===== src/rtl/assert_macros.svh =====
// ----------------------------------------------------------------------------
// Assertion macros
// Shared concurrent assertion helpers; empty when SYNTHESIS is defined.
// ----------------------------------------------------------------------------
`ifndef ASSERT_MACROS_SVH
`define ASSERT_MACROS_SVH

`ifndef SYNTHESIS

// Same-cycle implication, disabled during reset
`define ASSERT_IMP(lbl, clk, rst_n, ante, cons) \
  lbl: assert property (@(posedge clk) disable iff (!rst_n) (ante) |-> (cons)) \
    else $error("assertion failed: %m");

// Next-cycle implication, disabled during reset
`define ASSERT_NEXT(lbl, clk, rst_n, ante, cons) \
  lbl: assert property (@(posedge clk) disable iff (!rst_n) (ante) |=> (cons)) \
    else $error("assertion failed: %m");

`else

`define ASSERT_IMP(lbl, clk, rst_n, ante, cons)
`define ASSERT_NEXT(lbl, clk, rst_n, ante, cons)

`endif

`endif


===== src/rtl/ttok_pkg.sv =====
// ----------------------------------------------------------------------------
// ttok_pkg
// Types, codes and character classes shared by the tokenizer modules.
// ----------------------------------------------------------------------------
package ttok_pkg;

  // Lexer modes
  localparam logic [3:0] M_IDLE    = 4'd0;
  localparam logic [3:0] M_COMMENT = 4'd1;
  localparam logic [3:0] M_SLASH   = 4'd2;
  localparam logic [3:0] M_NUMBER  = 4'd3;
  localparam logic [3:0] M_STRING  = 4'd4;
  localparam logic [3:0] M_ESCAPE  = 4'd5;
  localparam logic [3:0] M_NAME    = 4'd6;
  localparam logic [3:0] M_NODE    = 4'd7;
  localparam logic [3:0] M_INVALID = 4'd8;

  // Token kinds
  localparam logic [3:0] K_EOF         = 4'd0;
  localparam logic [3:0] K_NUMBER      = 4'd1;
  localparam logic [3:0] K_STRING      = 4'd2;
  localparam logic [3:0] K_NAME        = 4'd3;
  localparam logic [3:0] K_EQUALS      = 4'd4;
  localparam logic [3:0] K_COLON       = 4'd5;
  localparam logic [3:0] K_COMMA       = 4'd6;
  localparam logic [3:0] K_BANG        = 4'd7;
  localparam logic [3:0] K_NODE_BEGIN  = 4'd8;
  localparam logic [3:0] K_NODE_END    = 4'd9;
  localparam logic [3:0] K_VEC_BEGIN   = 4'd10;
  localparam logic [3:0] K_VEC_END     = 4'd11;
  localparam logic [3:0] K_INVALID     = 4'd12;
  localparam logic [3:0] K_SLASH_ERROR = 4'd13;

  // Characters
  localparam logic [7:0] CH_NUL    = 8'h00;
  localparam logic [7:0] CH_TAB    = 8'h09;
  localparam logic [7:0] CH_LF     = 8'h0A;
  localparam logic [7:0] CH_CR     = 8'h0D;
  localparam logic [7:0] CH_SPACE  = 8'h20;
  localparam logic [7:0] CH_BANG   = 8'h21;
  localparam logic [7:0] CH_QUOTE  = 8'h22;
  localparam logic [7:0] CH_PLUS   = 8'h2B;
  localparam logic [7:0] CH_COMMA  = 8'h2C;
  localparam logic [7:0] CH_MINUS  = 8'h2D;
  localparam logic [7:0] CH_DOT    = 8'h2E;
  localparam logic [7:0] CH_SLASH  = 8'h2F;
  localparam logic [7:0] CH_COLON  = 8'h3A;
  localparam logic [7:0] CH_EQUALS = 8'h3D;
  localparam logic [7:0] CH_LBRACK = 8'h5B;
  localparam logic [7:0] CH_BSLASH = 8'h5C;
  localparam logic [7:0] CH_RBRACK = 8'h5D;
  localparam logic [7:0] CH_UNDER  = 8'h5F;
  localparam logic [7:0] CH_LBRACE = 8'h7B;
  localparam logic [7:0] CH_RBRACE = 8'h7D;
  localparam logic [7:0] CH_LOW_E  = 8'h65;
  localparam logic [7:0] CH_UP_E   = 8'h45;

  // Queue depth between front and back
  localparam int QDEPTH = 4;
  localparam int QAW    = 2;

  // One result, without its offset
  typedef struct packed {
    logic [3:0] kind;
    logic [7:0] text_byte;
    logic       has_byte;
    logic       first;
    logic       last;
    logic       error;
  } result_t;

  // Everything one byte produces: up to two results sharing an offset
  typedef struct packed {
    logic [1:0]  cnt;
    result_t     res_a;
    result_t     res_b;
    logic [31:0] offset;
  } entry_t;

  // Queue status toward the top level
  typedef struct packed {
    logic           full;
    logic           empty;
    logic [QAW:0]   count;
  } qstat_t;

  // Back-end status toward the top level
  typedef struct packed {
    logic pop;
    logic hold_valid;
    logic out_valid;
  } bstat_t;

  // Outcome of treating a byte as the start of a token
  typedef struct packed {
    logic       emit;
    result_t    res;
    logic [3:0] mode;
  } start_t;

  function automatic result_t mk_res(logic [3:0] kind, logic [7:0] c, logic has,
                                     logic first, logic last, logic err);
    result_t r;
    r.kind      = kind;
    r.text_byte = has ? c : 8'h00;
    r.has_byte  = has;
    r.first     = first;
    r.last      = last;
    r.error     = err;
    return r;
  endfunction

  function automatic logic is_digit(logic [7:0] c);
    return (c >= 8'h30) && (c <= 8'h39);
  endfunction

  function automatic logic is_alpha(logic [7:0] c);
    return ((c >= 8'h61) && (c <= 8'h7A)) || ((c >= 8'h41) && (c <= 8'h5A));
  endfunction

  function automatic logic is_space(logic [7:0] c);
    return (c == CH_SPACE) || (c == CH_TAB) || (c == CH_CR) || (c == CH_LF);
  endfunction

  function automatic logic is_name_char(logic [7:0] c);
    return is_alpha(c) || is_digit(c) || (c == CH_MINUS) || (c == CH_UNDER);
  endfunction

  function automatic logic is_number_char(logic [7:0] c);
    return is_digit(c) || (c == CH_DOT) || (c == CH_LOW_E) || (c == CH_UP_E) ||
           (c == CH_PLUS) || (c == CH_MINUS);
  endfunction

  function automatic logic ends_invalid(logic [7:0] c);
    return is_space(c) || (c == CH_LBRACK) || (c == CH_RBRACK) || (c == CH_EQUALS) ||
           (c == CH_COLON) || (c == CH_COMMA);
  endfunction

  // Byte seen between tokens
  function automatic start_t start_token(logic [7:0] c);
    start_t s;
    s.emit = 1'b1;
    s.mode = M_IDLE;
    s.res  = mk_res(K_EOF, c, 1'b0, 1'b1, 1'b1, 1'b0);
    if (c == CH_NUL) begin
      s.res = mk_res(K_EOF, c, 1'b0, 1'b1, 1'b1, 1'b0);
    end else if (is_space(c)) begin
      s.emit = 1'b0;
    end else if (c == CH_SLASH) begin
      s.emit = 1'b0;
      s.mode = M_SLASH;
    end else if (is_digit(c)) begin
      s.mode = M_NUMBER;
      s.res  = mk_res(K_NUMBER, c, 1'b1, 1'b1, 1'b0, 1'b0);
    end else if (is_alpha(c)) begin
      s.mode = M_NAME;
      s.res  = mk_res(K_NAME, c, 1'b1, 1'b1, 1'b0, 1'b0);
    end else if (c == CH_QUOTE) begin
      s.mode = M_STRING;
      s.res  = mk_res(K_STRING, c, 1'b0, 1'b1, 1'b0, 1'b0);
    end else if (c == CH_LBRACK) begin
      s.mode = M_NODE;
      s.res  = mk_res(K_NODE_BEGIN, c, 1'b0, 1'b1, 1'b0, 1'b0);
    end else begin
      case (c)
        CH_EQUALS: s.res = mk_res(K_EQUALS,    c, 1'b1, 1'b1, 1'b1, 1'b0);
        CH_COLON:  s.res = mk_res(K_COLON,     c, 1'b1, 1'b1, 1'b1, 1'b0);
        CH_COMMA:  s.res = mk_res(K_COMMA,     c, 1'b1, 1'b1, 1'b1, 1'b0);
        CH_BANG:   s.res = mk_res(K_BANG,      c, 1'b1, 1'b1, 1'b1, 1'b0);
        CH_RBRACK: s.res = mk_res(K_NODE_END,  c, 1'b1, 1'b1, 1'b1, 1'b0);
        CH_LBRACE: s.res = mk_res(K_VEC_BEGIN, c, 1'b1, 1'b1, 1'b1, 1'b0);
        CH_RBRACE: s.res = mk_res(K_VEC_END,   c, 1'b1, 1'b1, 1'b1, 1'b0);
        default: begin
          s.mode = M_INVALID;
          s.res  = mk_res(K_INVALID, c, 1'b1, 1'b1, 1'b0, 1'b0);
        end
      endcase
    end
    return s;
  endfunction

endpackage


===== src/rtl/ttok_front.sv =====
// ----------------------------------------------------------------------------
// ttok_front
// Accepts one byte per cycle unless the queue is full, runs the lexer mode
// machine and offset counter, and pushes each byte's results into the queue.
// ----------------------------------------------------------------------------
module ttok_front import ttok_pkg::*; #(
  parameter int OFFSET_BITS = 32
) (
  input  logic       clk,
  input  logic       rst_n,
  input  logic       in_valid,
  output logic       in_stall,
  input  logic [7:0] in_byte_in,
  input  logic       q_full,
  output logic       push,
  output entry_t     push_entry
);

  localparam logic [OFFSET_BITS-1:0] OFF_MAX = {OFFSET_BITS{1'b1}};

  logic [3:0]             mode_r, mode_nxt;
  logic [OFFSET_BITS-1:0] offset_r, offset_nxt;
  logic [31:0]            offset_clip;
  logic                   accept;
  entry_t                 ent;
  start_t                 st;
  logic [3:0]             cont_kind;
  logic                   cont;

  assign in_stall = q_full;
  assign accept   = in_valid && !q_full;

  // Offset as reported: saturate at 32 bits
  generate
    if (OFFSET_BITS > 32) begin : g_wide
      assign offset_clip = (|offset_r[OFFSET_BITS-1:32]) ? 32'hFFFF_FFFF : offset_r[31:0];
    end else if (OFFSET_BITS == 32) begin : g_equal
      assign offset_clip = offset_r;
    end else begin : g_narrow
      assign offset_clip = {{(32-OFFSET_BITS){1'b0}}, offset_r};
    end
  endgenerate

  assign offset_nxt = (offset_r != OFF_MAX) ? offset_r + 1'b1 : offset_r;

  // Mode machine: classify the byte, build up to two results
  always_comb begin
    st         = start_token(in_byte_in);
    mode_nxt   = M_IDLE;
    ent.cnt    = 2'd0;
    ent.res_a  = mk_res(K_EOF, in_byte_in, 1'b0, 1'b1, 1'b1, 1'b0);
    ent.res_b  = mk_res(K_EOF, in_byte_in, 1'b0, 1'b1, 1'b1, 1'b0);
    ent.offset = offset_clip;
    cont_kind  = (mode_r == M_NUMBER) ? K_NUMBER :
                 ((mode_r == M_NAME) ? K_NAME : K_NODE_BEGIN);
    cont       = (mode_r == M_NUMBER) ? is_number_char(in_byte_in)
                                      : is_name_char(in_byte_in);
    case (mode_r)
      M_COMMENT: begin
        if (in_byte_in == CH_NUL) begin
          ent.cnt = 2'd1;
        end else if (in_byte_in != CH_LF) begin
          mode_nxt = M_COMMENT;
        end
      end
      M_SLASH: begin
        if (in_byte_in == CH_SLASH) begin
          mode_nxt = M_COMMENT;
        end else begin
          ent.res_a = mk_res(K_SLASH_ERROR, in_byte_in, 1'b0, 1'b1, 1'b1, 1'b1);
          ent.cnt   = (in_byte_in == CH_NUL) ? 2'd2 : 2'd1;
        end
      end
      M_NUMBER, M_NAME, M_NODE: begin
        if (cont) begin
          mode_nxt  = mode_r;
          ent.res_a = mk_res(cont_kind, in_byte_in, 1'b1, 1'b0, 1'b0, 1'b0);
          ent.cnt   = 2'd1;
        end else begin
          ent.res_a = mk_res(cont_kind, in_byte_in, 1'b0, 1'b0, 1'b1, 1'b0);
          ent.res_b = st.res;
          ent.cnt   = st.emit ? 2'd2 : 2'd1;
          mode_nxt  = st.mode;
        end
      end
      M_STRING, M_ESCAPE: begin
        if (in_byte_in == CH_NUL) begin
          ent.res_a = mk_res(K_STRING, in_byte_in, 1'b0, 1'b0, 1'b1, 1'b1);
          ent.cnt   = 2'd2;
        end else if (mode_r == M_STRING && in_byte_in == CH_QUOTE) begin
          ent.res_a = mk_res(K_STRING, in_byte_in, 1'b0, 1'b0, 1'b1, 1'b0);
          ent.cnt   = 2'd1;
        end else if (mode_r == M_STRING && in_byte_in == CH_BSLASH) begin
          mode_nxt = M_ESCAPE;
        end else begin
          mode_nxt  = M_STRING;
          ent.res_a = mk_res(K_STRING, in_byte_in, 1'b1, 1'b0, 1'b0, 1'b0);
          ent.cnt   = 2'd1;
        end
      end
      M_INVALID: begin
        if (in_byte_in == CH_NUL) begin
          ent.res_a = mk_res(K_INVALID, in_byte_in, 1'b0, 1'b0, 1'b1, 1'b1);
          ent.cnt   = 2'd2;
        end else if (ends_invalid(in_byte_in)) begin
          ent.res_a = mk_res(K_INVALID, in_byte_in, 1'b0, 1'b0, 1'b1, 1'b0);
          ent.res_b = st.res;
          ent.cnt   = st.emit ? 2'd2 : 2'd1;
          mode_nxt  = st.mode;
        end else begin
          mode_nxt  = M_INVALID;
          ent.res_a = mk_res(K_INVALID, in_byte_in, 1'b1, 1'b0, 1'b0, 1'b0);
          ent.cnt   = 2'd1;
        end
      end
      default: begin
        ent.res_a = st.res;
        ent.cnt   = st.emit ? 2'd1 : 2'd0;
        mode_nxt  = st.mode;
      end
    endcase
  end

  assign push       = accept && (ent.cnt != 2'd0);
  assign push_entry = ent;

  // State registers
  always_ff @(posedge clk) begin
    if (!rst_n) begin
      mode_r   <= M_IDLE;
      offset_r <= '0;
    end else if (accept) begin
      mode_r   <= mode_nxt;
      offset_r <= offset_nxt;
    end
  end

endmodule


===== src/rtl/ttok_fifo.sv =====
// ----------------------------------------------------------------------------
// ttok_fifo
// Short queue of per-byte result groups between front and back.
// ----------------------------------------------------------------------------
module ttok_fifo import ttok_pkg::*; (
  input  logic   clk,
  input  logic   rst_n,
  input  logic   push,
  input  entry_t push_entry,
  input  logic   pop,
  output entry_t head,
  output qstat_t stat
);

  entry_t         slot_r [QDEPTH];
  logic [QAW-1:0] wr_ptr_r, rd_ptr_r;
  logic [QAW:0]   count_r, count_nxt;
  logic           do_push, do_pop;

  assign stat.full  = (count_r == QDEPTH[QAW:0]);
  assign stat.empty = (count_r == '0);
  assign stat.count = count_r;

  assign do_push = push && !stat.full;
  assign do_pop  = pop && !stat.empty;
  assign head    = slot_r[rd_ptr_r];

  // Occupancy
  always_comb begin
    count_nxt = count_r;
    case ({do_push, do_pop})
      2'b10:   count_nxt = count_r + 1'b1;
      2'b01:   count_nxt = count_r - 1'b1;
      default: count_nxt = count_r;
    endcase
  end

  // Pointers
  always_ff @(posedge clk) begin
    if (!rst_n) begin
      wr_ptr_r <= '0;
      rd_ptr_r <= '0;
      count_r  <= '0;
    end else begin
      if (do_push) wr_ptr_r <= wr_ptr_r + 1'b1;
      if (do_pop)  rd_ptr_r <= rd_ptr_r + 1'b1;
      count_r <= count_nxt;
    end
  end

  // Storage
  always_ff @(posedge clk) begin
    if (do_push) begin
      slot_r[wr_ptr_r] <= push_entry;
    end
  end

endmodule


===== src/rtl/ttok_back.sv =====
// ----------------------------------------------------------------------------
// ttok_back
// Drains queued result groups, one result per cycle when not stalled, into
// the output register. The second result of a group waits in a hold register.
// ----------------------------------------------------------------------------
module ttok_back import ttok_pkg::*; (
  input  logic        clk,
  input  logic        rst_n,
  input  entry_t      head,
  input  logic        q_empty,
  output bstat_t      stat,
  output logic        out_valid,
  input  logic        out_stall,
  output logic [3:0]  out_kind,
  output logic [7:0]  out_text_byte,
  output logic        out_has_byte,
  output logic        out_first,
  output logic        out_last,
  output logic        out_error,
  output logic [31:0] out_offset
);

  logic        out_valid_r;
  result_t     out_res_r;
  logic [31:0] out_off_r;
  logic        hold_valid_r;
  result_t     hold_res_r;
  logic [31:0] hold_off_r;
  logic        load;
  logic        pop;

  // Output register free or being emptied this cycle
  assign load = !out_valid_r || !out_stall;
  assign pop  = load && !hold_valid_r && !q_empty;

  // Control
  always_ff @(posedge clk) begin
    if (!rst_n) begin
      out_valid_r  <= 1'b0;
      hold_valid_r <= 1'b0;
    end else if (load) begin
      if (hold_valid_r) begin
        out_valid_r  <= 1'b1;
        hold_valid_r <= 1'b0;
      end else begin
        out_valid_r  <= !q_empty;
        hold_valid_r <= !q_empty && (head.cnt == 2'd2);
      end
    end
  end

  // Payload
  always_ff @(posedge clk) begin
    if (load) begin
      if (hold_valid_r) begin
        out_res_r <= hold_res_r;
        out_off_r <= hold_off_r;
      end else if (!q_empty) begin
        out_res_r  <= head.res_a;
        out_off_r  <= head.offset;
        hold_res_r <= head.res_b;
        hold_off_r <= head.offset;
      end
    end
  end

  assign stat.pop        = pop;
  assign stat.hold_valid = hold_valid_r;
  assign stat.out_valid  = out_valid_r;

  assign out_valid     = out_valid_r;
  assign out_kind      = out_res_r.kind;
  assign out_text_byte = out_res_r.text_byte;
  assign out_has_byte  = out_res_r.has_byte;
  assign out_first     = out_res_r.first;
  assign out_last      = out_res_r.last;
  assign out_error     = out_res_r.error;
  assign out_offset    = out_off_r;

endmodule


===== src/rtl/text_format_tokenizer.sv =====
// A byte's first result goes through a queue slot, then the output register.
// Throughput: one byte per cycle while the queue is not full. The output port
// carries one result per cycle while out_stall is low; a byte with two results
// uses it twice, absorbed by a 4-entry queue between lexer front and output stage.
// Reset (synchronous, rst_n low): lexer idle, offset zero, queue and output empty.
// ----------------------------------------------------------------------------
// text_format_tokenizer
// Byte-serial tokenizer for a bracketed key/value text format.
// ----------------------------------------------------------------------------
`include "assert_macros.svh"

module text_format_tokenizer import ttok_pkg::*; #(
  parameter int OFFSET_BITS = 32
) (
  input  logic        clk,
  input  logic        rst_n,
  input  logic        in_valid,
  output logic        in_stall,
  input  logic [7:0]  in_byte_in,
  output logic        out_valid,
  input  logic        out_stall,
  output logic [3:0]  out_kind,
  output logic [7:0]  out_text_byte,
  output logic        out_has_byte,
  output logic        out_first,
  output logic        out_last,
  output logic        out_error,
  output logic [31:0] out_offset
);

  logic   push;
  entry_t push_entry;
  entry_t head;
  qstat_t qstat;
  bstat_t bstat;

  // Front: mode machine and offset counter
  ttok_front #(
    .OFFSET_BITS(OFFSET_BITS)
  ) u_front (
    .clk        (clk),
    .rst_n      (rst_n),
    .in_valid   (in_valid),
    .in_stall   (in_stall),
    .in_byte_in (in_byte_in),
    .q_full     (qstat.full),
    .push       (push),
    .push_entry (push_entry)
  );

  // Queue of result groups
  ttok_fifo u_fifo (
    .clk        (clk),
    .rst_n      (rst_n),
    .push       (push),
    .push_entry (push_entry),
    .pop        (bstat.pop),
    .head       (head),
    .stat       (qstat)
  );

  // Back: output register and hold slot
  ttok_back u_back (
    .clk           (clk),
    .rst_n         (rst_n),
    .head          (head),
    .q_empty       (qstat.empty),
    .stat          (bstat),
    .out_valid     (out_valid),
    .out_stall     (out_stall),
    .out_kind      (out_kind),
    .out_text_byte (out_text_byte),
    .out_has_byte  (out_has_byte),
    .out_first     (out_first),
    .out_last      (out_last),
    .out_error     (out_error),
    .out_offset    (out_offset)
  );

  // Checks
  `ASSERT_IMP(a_q_bound, clk, rst_n, 1'b1, qstat.count <= QDEPTH[QAW:0])
  `ASSERT_IMP(a_hold_needs_out, clk, rst_n, bstat.hold_valid, bstat.out_valid)
  `ASSERT_NEXT(a_pair_held, clk, rst_n, bstat.pop && head.cnt == 2'd2, bstat.hold_valid)
  `ASSERT_IMP(a_no_empty_group, clk, rst_n, push, push_entry.cnt != 2'd0)

endmodule

===== config.mk =====
export PLATFORM = sky130hd
export DESIGN_NAME = text_format_tokenizer
export DESIGN_NICKNAME = d
export VERILOG_FILES = /design/src/rtl/ttok_pkg.sv /design/src/rtl/ttok_front.sv /design/src/rtl/ttok_fifo.sv /design/src/rtl/ttok_back.sv /design/src/rtl/text_format_tokenizer.sv
export VERILOG_INCLUDE_DIRS = /design/src /design/src/rtl
export SDC_FILE = /design/constraint.sdc
export NUM_CORES = 1
export LEC_CHECK = 0
export ABC_AREA = 0
export BUFFER_PORTS_ARGS = -buffer_cell sky130_fd_sc_hd__buf_2
export CAP_MARGIN = 20
export CELL_PAD_IN_SITES_DETAIL_PLACEMENT = 0
export CELL_PAD_IN_SITES_GLOBAL_PLACEMENT = 1
export CORE_ASPECT_RATIO = 0.6
export CORE_MARGIN = 2
export CORE_UTILIZATION = 50
export CTS_CLUSTER_DIAMETER = 120
export CTS_CLUSTER_SIZE = 40
export DETAILED_ROUTE_END_ITERATION = 7
export PLACE_DENSITY_LB_ADDON = 0.1
export SLEW_MARGIN = 20
export SYNTH_ARGS = -nofsm -noshare
export SYNTH_HDL_FRONTEND = slang
export SYNTH_SLANG_ARGS = --single-unit

===== constraint.sdc =====
create_clock -name clk -period 9.5 [get_ports clk]
set_clock_uncertainty 0.2 [all_clocks]
set_input_delay 0.95 -clock clk [delete_from_list [all_inputs] [get_ports clk]]
set_output_delay 0.95 -clock clk [all_outputs]
set_load 0.02 [all_outputs]

==> results summary, run 1 <==
The number of global-route vias before repair is 7,979. Of all nets on the critical path, the largest fanout is 34. The tool flagged a number of max-cap violations equal to 0. The worst setup path is captured at a flop.

Of the synthesized area, sequential elements account for 0.7073. The area share of the largest cell type after synthesis came out at 0.6491. The endpoint of the lowest-slack register-to-register path is u_fifo.slot_r[3][2]. The async set-reset flop share out of synthesis is 0.

The final weighted congestion of routability-driven global placement is 0.9102. In the finished design, the share of the clock period the worst path needs comes to 0.4569. The number of detailed-routing iterations run before antenna repair came out at 5. The die covers 0.03388 mm^2. The area overhead of the layout relative to synthesis is 6.808%. The maximum count of clock buffers along a single path came out at 3. The worst-case vdd ir drop came out at 0.0001345 V. The number of failing setup endpoints in the final timing report came out at 0. Dividing the detail-routed wire length by the instance count gives 22.86 um. Timing would allow up to 230.4 MHz. The fraction of layout instances using a drive strength above 1 is 0.2243.

The effective utilization at floorplan is 0.5135. The multiplexer share of the synthesized area came out at 0.1201. In the synthesized netlist, the number of instances is 956. In the post-route analysis, the smallest setup slack over all paths is 5.159 ns.

The number of synthesized flops with an enable pin came out at 350. The shortest period the worst path allows is 4.341 ns. The worst-case headroom to the max-slew limit is 0.2778. The routed design has 32,440 um of wire. By count the netlist is led by edfxtp_1 (350), mux4_2 (62), dfxtp_1 (47). The kind of path behind the tightest hold check is flop to flop. The standard cell core area is 0.03153 mm^2. The number of failing hold endpoints at the final stage came out at 0. The number of ports placed on the die boundary is 62. The compound-cell area share of the yosys netlist came out at 0.04173. The filler-free cell count of the finished design came out at 1,419. The width of the die is 236.3 um. The critical path starts at in_byte_in[5]. The static leakage power came out at 5.523 nW. The post-synth design cell area is 0.01619 mm^2. For this design the ratio of total power to cell area is 263.5 mW/mm^2.

The number of port buffers came out at 61. Of the total synthesized cell area, the portion taken by full adders, half adders and majority gates is 0.006491. The number of gates resized after cts came out at 0. The initial antenna violation count came out at 2. Yosys attributes the largest share of cell area to edfxtp_1 (65%), mux4_2 (8.6%), dfxtp_1 (5.8%).

The leftover overflow at the end of global routing came out at 0. The global router's overall resource usage came out at 0.1962. The count of distinct cell types in the synthesized netlist is 78. The number of nets in the finished design is 1,015. For this run, the leading register cell type out of synthesis is edfxtp_1. In this run the number of H-tree levels came out at 1. The filler cell count is 2,524.

The number of cells on the worst reg-to-reg path is 7. The number of sinks on the clock net came out at 397. The vertical extent of the die is 143.4 um. The worst-skew pair later-pin latency is 0.52 ns. The number of buffers inserted by post-CTS setup repair came out at 0. In this run the worst setup path terminates at u_fifo.slot_r[3][2]. In this run the critical register-to-register path is launched from u_front.mode_r[1].

The main combinational cell family by area after synthesis is multiplexers. Of the total synthesized cell area, the portion taken by AND, OR, NAND and NOR gates is 0.08849. The worst setup path is launched from an input pin. The number of instances in the placed design is 1,397. After legalization and detailed placement, the total HPWL measured 20,650 um. The synthesized net count came out at 975. The most common cell in the netlist is edfxtp_1. By startpoint and endpoint, the worst setup path is classified as input pin to flop. The register clock-pin slew on the reported worst setup and hold paths came out at 0.14 ns. The xor and xnor fraction of the mapped netlist area is 0.01947.

The synthesized area per cell came out at 16.94 um^2. The critical hold path startpoint is u_fifo.wr_ptr_r[0]. The actual slew at the worst max-slew pin is 1.072 ns. The number of clock buffers added by TritonCTS is 13. In the routed design, unresolved DRC markers number 0. The max-slew violation count came out at 0.

The final antenna-violating net count is 0. The cts-stage hold buffer count is 0. Setup repair after global routing left no endpoint under its margin. The critical path arrival is 4.30 ns.

The register bit count reported by yosys came out at 397. The first routing iteration left 971 violations. The tree is rooted in a clkbuf_16. The worst-case setup slack after placement came out at 4.584 ns.

The instance area at placement is 0.01693 mm^2. The number of antenna diodes in the final layout is 0. The total negative setup slack came out at 0 ns. The maximum number of pins on one net before global-route repair is 65. The row count came out at 50.

The cell area after layout is 0.01729 mm^2. For this run, the number of Yosys warnings is 0. After detailed routing, the number of vias per cell comes to 5.894. The critical path data required time is 9.46 ns. TritonCTS built the clock tree. The flow ran to the end, and the final reports show no timing, DRC or antenna violations. The final core utilization is 0.5485. The overall via count from detail_route is 8,364. The global-route wire length before repair is 50,240 um. The worst-case register-to-register setup slack is 5.16 ns. The biggest area contributor in the post-synthesis netlist is edfxtp_1.
## where the power goes
group / internal, W / leakage [nW] / switching (W) / total [W]
sequential: 0.00243 / 3.59 / 0.000117 / 0.00255
combinational: 0.000480 / 1.76 / 0.000786 / 0.00127
clock: 0.000266 / 0.177 / 0.000478 / 0.000743
total: 0.00318 / 5.52 / 0.00138 / 0.00456
## per-layer routing
metal	vias up	track usage	share of wire
li1	3803	-	-
met1	4327	0.3318	0.53
met2	210	0.2678	0.40
met3	24	0.03169	0.053
met4	0	0.02865	0.012
met5	-	0	0
## stage by stage
stage	total power [W]	hold WS, ns
after detailed placement	0.003881	0.2936
final	0.004557	0.3096
after global placement	0.003858	0.2913
after global routing	0.004793	0.3442
after floorplan	0.003442	0.2601
after CTS	0.004614	0.3129
## cell families (layout without fill, tap and decap cells)
kind of cell	after synthesis	after routing
AND/OR/NAND/NOR	253	253
flip-flops	397	397
XOR/XNOR	36	36
AO/OA/AOI/OAI	87	87
buffers and inverters	64	111
adder cells (fa/ha/maj)	8	8
multiplexers	111	111
## flip-flops by register name, indices dropped and copies added, names as in the netlist, 2 cells and up, named ones only
register and count:
u_back.out_kind 4, u_fifo.count_r 3, u_front.offset_clip 32, u_back.hold_off_r 32, u_front.mode_r 4, u_back.hold_res_r 14
u_fifo.slot_r 256, u_back.out_text_byte 8, u_back.out_offset 32, u_fifo.rd_ptr_r 2, u_fifo.wr_ptr_r 2
## area by class of cell
cell class,count,area [um^2],area share
inverters,16,60.06,0.003473
clock buffers,20,351.6,0.02033
multi-input cells,495,4494,0.2599
repair buffers,73,395.4,0.02286
clock inverters,2,13.76,0.0007959
well taps,416,520.5,0.03010
flip-flops and latches,397,11460,0.6625
## how the worst min path moves through the flow
stage                                       to  slack [ns]  depth (start not counted)
after floorplan           u_fifo.slot_r[0][30]        0.26                          0
after global placement      u_fifo.wr_ptr_r[0]        0.29                          2
after detailed placement    u_fifo.wr_ptr_r[0]        0.29                          2
after CTS                   u_fifo.wr_ptr_r[0]        0.31                          2
after global routing        u_fifo.wr_ptr_r[0]        0.34                          2
final                       u_fifo.wr_ptr_r[0]        0.31                          2
## critical path, stage by stage
cell	delay [ns]
buf_2	0.20
nor4_1	0.57
a211oi_1	0.11
or4_4	0.52
nand2_1	0.18
a221oi_4	0.11
o22ai_4	0.30
and2_2	0.74
buf_4	0.57
## cells in the final DEF (no fill, tap or decap), types with 12 or more instances in the layout
cell	n
edfxtp_1	350
mux4_2	62
buf_2	61
mux2_2	46
dfxtp_1	44
nor2_1	41
nand2_1	36
and2_1	34
nand3_1	29
xnor2_1	27
nor2b_1	21
inv_1	16
a21oi_1	16
nand4_1	15
o21ai_0	14
clkbuf_16	13
buf_4	12
(Power assumes the default switching activity.)
==> run 2, diff against run 1 <==
--- a/config.mk
+++ b/config.mk
@@ -6,14 +6,14 @@
 export SDC_FILE = /design/constraint.sdc
 export NUM_CORES = 1
 export LEC_CHECK = 0
-export ABC_AREA = 0
+export ABC_AREA = 1
 export BUFFER_PORTS_ARGS = -buffer_cell sky130_fd_sc_hd__buf_2
 export CAP_MARGIN = 20
 export CELL_PAD_IN_SITES_DETAIL_PLACEMENT = 0
 export CELL_PAD_IN_SITES_GLOBAL_PLACEMENT = 1
 export CORE_ASPECT_RATIO = 0.6
 export CORE_MARGIN = 2
-export CORE_UTILIZATION = 50
+export CORE_UTILIZATION = 45
 export CTS_CLUSTER_DIAMETER = 120
 export CTS_CLUSTER_SIZE = 40
 export DETAILED_ROUTE_END_ITERATION = 7
==> constraint.sdc (replaced) <==
create_clock -name clk -period 3.9 [get_ports clk]
set_clock_uncertainty 0.2 [all_clocks]
set_input_delay 0.39 -clock clk [delete_from_list [all_inputs] [get_ports clk]]
set_output_delay 0.39 -clock clk [all_outputs]
set_load 0.02 [all_outputs]
==> run 2 against run 1 <==
Setup slack worse by 4.7 ns. Sequential power rose to 2.5 times the previous value. Cell area rose by 0.98%. Critical endpoint is now u_fifo.count_r[2].
==> results summary, run 2 <==
The number of synthesized flops with an enable pin is 350 (unchanged). The antenna diode count came to 0 (unchanged). The worst-case vdd ir drop is 0.0004231 V (was 0.0001345 V). The cell with the largest stage delay on the worst path is nor3_1 (was and2_2).

The kind of path behind the tightest hold check is input pin to flop (was flop to flop). The most common cell in the netlist was edfxtp_1 (unchanged). The internal power consumption came to 0.007871 W (was 0.003177 W). The number of cells on the worst reg-to-reg path is 17 (was 7). The max-slew violation count is 0 (unchanged). The cts-stage hold buffer count came out at 0 (unchanged). The maximum count of clock buffers along a single path was 3 (unchanged).

The cell area after layout came out at 0.01746 mm^2 (was 0.01729 mm^2). The count of maximum capacitance violations is 0 (unchanged). The final routed DRC violation total is 0 (unchanged). The final worst hold slack came out at 0.1488 ns (was 0.3096 ns). The largest register by flop count is u_fifo.slot_r (unchanged). The actual slew at the worst max-slew pin came out at 0.9088 ns (was 1.072 ns). Commonest non-fill, non-tap cells in the layout: edfxtp_1 (350), nor2_1 (242), nand2_1 (222), o21ai_0 (149), inv_1 (76) (was edfxtp_1 (350), mux4_2 (62), buf_2 (61), mux2_2 (46), dfxtp_1 (44)). The die area came out at 0.03729 mm^2 (was 0.03388 mm^2). The met2 track demand over resource in global routing came to 0.2748 (was 0.2678).

The number of buffers inserted by post-CTS setup repair is 0 (unchanged). The upper clock frequency limit is 291.2 MHz. The largest driver fanout on the critical path came out at 5 (was 34). The register bit count reported by yosys came out at 397 (unchanged). The critical path arrival is 3.65 ns (was 4.30 ns).

The filler cell count is 3,141 (was 2,524). The leading area contributor after synthesis was edfxtp_1 (unchanged). The most frequently used flop master after synthesis was edfxtp_1 (unchanged). The vertical extent of the die came out at 150.4 um (was 143.4 um). The total length of routed wires came out at 38,310 um (was 32,440 um). The vias per cell is 5.341 (was 5.894). The total negative setup slack is 0 ns (unchanged). The global router's overall resource usage is 0.2096 (was 0.1962). The maximum number of pins on one net before global-route repair came out at 127 (was 65). Top cells by area in the synthesized netlist: edfxtp_1 (65%), dfxtp_1 (5.9%), nor2_1 (5.7%) (was edfxtp_1 (65%), mux4_2 (8.6%), dfxtp_1 (5.8%)).

The number of nets in the finished design is 1,473 (was 1,015). The initial antenna violation count was 0 (was 2). The global-route wire length before repair came out at 58,660 um (was 50,240 um).

The startpoint kind of the worst setup timing path is a flop (was input pin). The total power density per cell area is 705.3 mW/mm^2 (was 263.5 mW/mm^2). The leading cell type in the layout, fill and taps excluded was edfxtp_1 (unchanged). The worst-skew pair later-pin latency is 0.54 ns (was 0.52 ns).

The kind of capture point of the worst setup path is a flop (unchanged). The H-tree depth is 1 (unchanged). The number of warnings reported in the yosys synthesis log came out at 0 (unchanged). The instance area at placement is 0.01710 mm^2 (was 0.01693 mm^2).

The fraction of layout instances using a drive strength above 1 is 0.09788 (was 0.2243). The synthesized area per cell came out at 11.41 um^2 (was 16.94 um^2). The part of the cycle the worst path needs is 0.8805. The number of port buffers came out at 61 (unchanged). Outcome: finished, final reports clean (unchanged). The average detailed-routed wire length per instance was 19.87 um (was 22.86 um). The worst hold path stage count came out at 5 (was 2). The count of distinct cell types in the synthesized netlist came out at 41 (was 78). The final weighted congestion of routability-driven global placement is 0.8755 (was 0.9102). The synthesized net count came out at 1,428 (was 975).

The effective utilization at floorplan came out at 0.4582 (was 0.5135). RSZ-0062 raised after global routing: false (unchanged). The number of failing setup endpoints in the final timing report is 0 (unchanged). The path length in cells of the critical path is 17 (was 9). The share of power burned in registers was 0.519 (was 0.559). The final antenna-violating net count came out at 0 (unchanged). The number of flip-flops under the largest register name came out at 256 (unchanged). The HPWL after detailed placement came out at 24,300 um (was 20,650 um). The layer with the highest usage after global routing is met1 (unchanged). The row count is 53 (was 50). The final setup slack of the worst path is 0.4659 ns (was 5.159 ns). The root buffer selected by CTS is clkbuf_16 (unchanged). The leftover overflow at the end of global routing came out at 0 (unchanged).

Post-synth top cells: edfxtp_1 (350), nor2_1 (246), nand2_1 (222) (was edfxtp_1 (350), mux4_2 (62), dfxtp_1 (47)). The register clock-pin slew on the reported worst setup and hold paths came out at 0.14 ns (about the same). The sequential fraction of the synthesis area was 0.7124 (was 0.7073).

The worst-case headroom to the max-slew limit came out at 0.3913 (was 0.2778). The area share of the largest cell type after synthesis came out at 0.6539 (was 0.6491). The number of global-route vias before repair is 9,519 (was 7,979).

The startpoint-to-endpoint class of the critical path is flop to flop (was input pin to flop). The number of sinks on the clock net came out at 397 (unchanged). Critical path cell sequence: inv_1, nor3_1, inv_1, nand2_1, nand3_1, nand2_1, nand2_1, o21ai_2, nand2_2, nand2_2, ha_1, inv_1, fa_1, a21oi_1, o21ai_0, o21ai_0, a21oi_1 (was buf_2, nor4_1, a211oi_1, or4_4, nand2_1, a221oi_4, o22ai_4, and2_2, buf_4). The worst-case setup slack after placement was 0.3160 ns (was 4.584 ns). The net switching fraction of the power came out at 0.3609 (was 0.3028). The width of the die is 248.0 um (was 236.3 um). The post-synth design cell area came out at 0.01607 mm^2 (was 0.01619 mm^2).

The met1 routing resource usage after global routing is 0.3669 (was 0.3318). The TritonCTS clock tree was done (unchanged). The DRC violation total after the first TritonRoute iteration came out at 958 (was 971).

The part of the power in the clock network is 0.149 (was 0.163). The sum of buffers and inverters on the critical path is 3 (was 2). The number of detailed-routing iterations run before antenna repair is 4 (was 5).

The static leakage power is 6.167 nW (was 5.523 nW). The standard cell core area came out at 0.03508 mm^2 (was 0.03153 mm^2). The clock buffer count from CTS came to 13 (unchanged).

The number of gates resized after cts is 0 (unchanged). The number of ports placed on the die boundary came to 62 (unchanged). The shortest period the worst path allows is 3.434 ns. The proportion of power drawn by combinational gates came to 0.332 (was 0.278). The area overhead of the layout relative to synthesis came out at 8.641% (was 6.808%). The number of failing hold endpoints at the final stage is 0 (unchanged).

The instance count of the mapped netlist came out at 1,409 (was 956). The async set-reset flop share out of synthesis was 0 (unchanged). The final core utilization is 0.4978 (was 0.5485). The delay contributed by the slowest stage of the critical path is 0.49 ns (was 0.74 ns). The met3 track demand over resource is 0.02941 (was 0.03169).

The overall via count from detail_route came out at 10.30k (was 8,364). The family of cells with the greatest summed delay on the critical path is simple AND/OR/NAND/NOR gates (unchanged). The critical path data required time came to 4.12 ns (was 9.46 ns). The switching power total was 0.004444 W (was 0.001380 W).
## run 2: final cells by class
class | instances | area (um^2) | share of cell area
clock buffer | 20 | 351.6 | 0.02013
clock inverter | 2 | 13.76 | 0.0007882
inverter | 89 | 335.3 | 0.01920
multi-input combinational | 866 | 4108 | 0.2352
sequential | 397 | 11460 | 0.6561
tap | 467 | 584.3 | 0.03346
timing repair buffer | 87 | 613.1 | 0.03511
## run 2: metrics by stage
stage	std cells	power, W
global route	1928	0.01307
floorplan	1409	0.009063
finish	1928	0.01232
global placement	1906	0.01062
detailed placement	1906	0.01063
CTS	1928	0.01243
## run 2: final timing paths
check,slack [ns],from,to
max,0.47,u_front.mode_r[0],u_fifo.count_r[2]
min,0.15,in_valid,u_fifo.wr_ptr_r[1]
max reg2reg,0.47,u_front.mode_r[0],u_fifo.count_r[2]
min reg2reg,0.27,u_fifo.rd_ptr_r[1],flop
## run 2: cell families (layout without fill, tap and decap cells)
| kind of cell | Yosys count | count (layout) | share of synthesized area |
|---|---|---|---|
| AND/OR/NAND/NOR | 581 | 581 | 0.1502 |
| flip-flops | 397 | 397 | 0.7124 |
| AO/OA/AOI/OAI | 270 | 270 | 0.09256 |
| buffers and inverters | 146 | 198 | 0.03456 |
| XOR/XNOR | 8 | 8 | 0.004360 |
| adder cells (fa/ha/maj) | 7 | 7 | 0.005916 |
## run 2: routing by layer
layer,share of wire,vias up
met2,0.38,232
met5,0,-
met4,0.0066,0
met1,0.56,5015
met3,0.058,17
li1,-,5034
## run 2: worst register-to-register path, cell delays in order, from the launching register on
cell	delay [ns]
dfxtp_1	0.43
inv_1	0.11
nor3_1	0.49
inv_1	0.08
nand2_1	0.10
nand3_1	0.08
nand2_1	0.14
nand2_1	0.09
o21ai_2	0.16
nand2_2	0.13
nand2_2	0.22
ha_1	0.19
inv_1	0.06
fa_1	0.38
a21oi_1	0.15
o21ai_0	0.12
o21ai_0	0.16
a21oi_1	0.05
## run 2: power by group through the flow
stage,Sequential [W],Combinational (W),Clock (W)
global route,0.00650,0.00456,0.00201
CTS,0.00640,0.00414,0.00189
floorplan,0.00686,0.00221,0
global placement,0.00649,0.00413,0
finish,0.00639,0.00409,0.00184
detailed placement,0.00650,0.00413,0
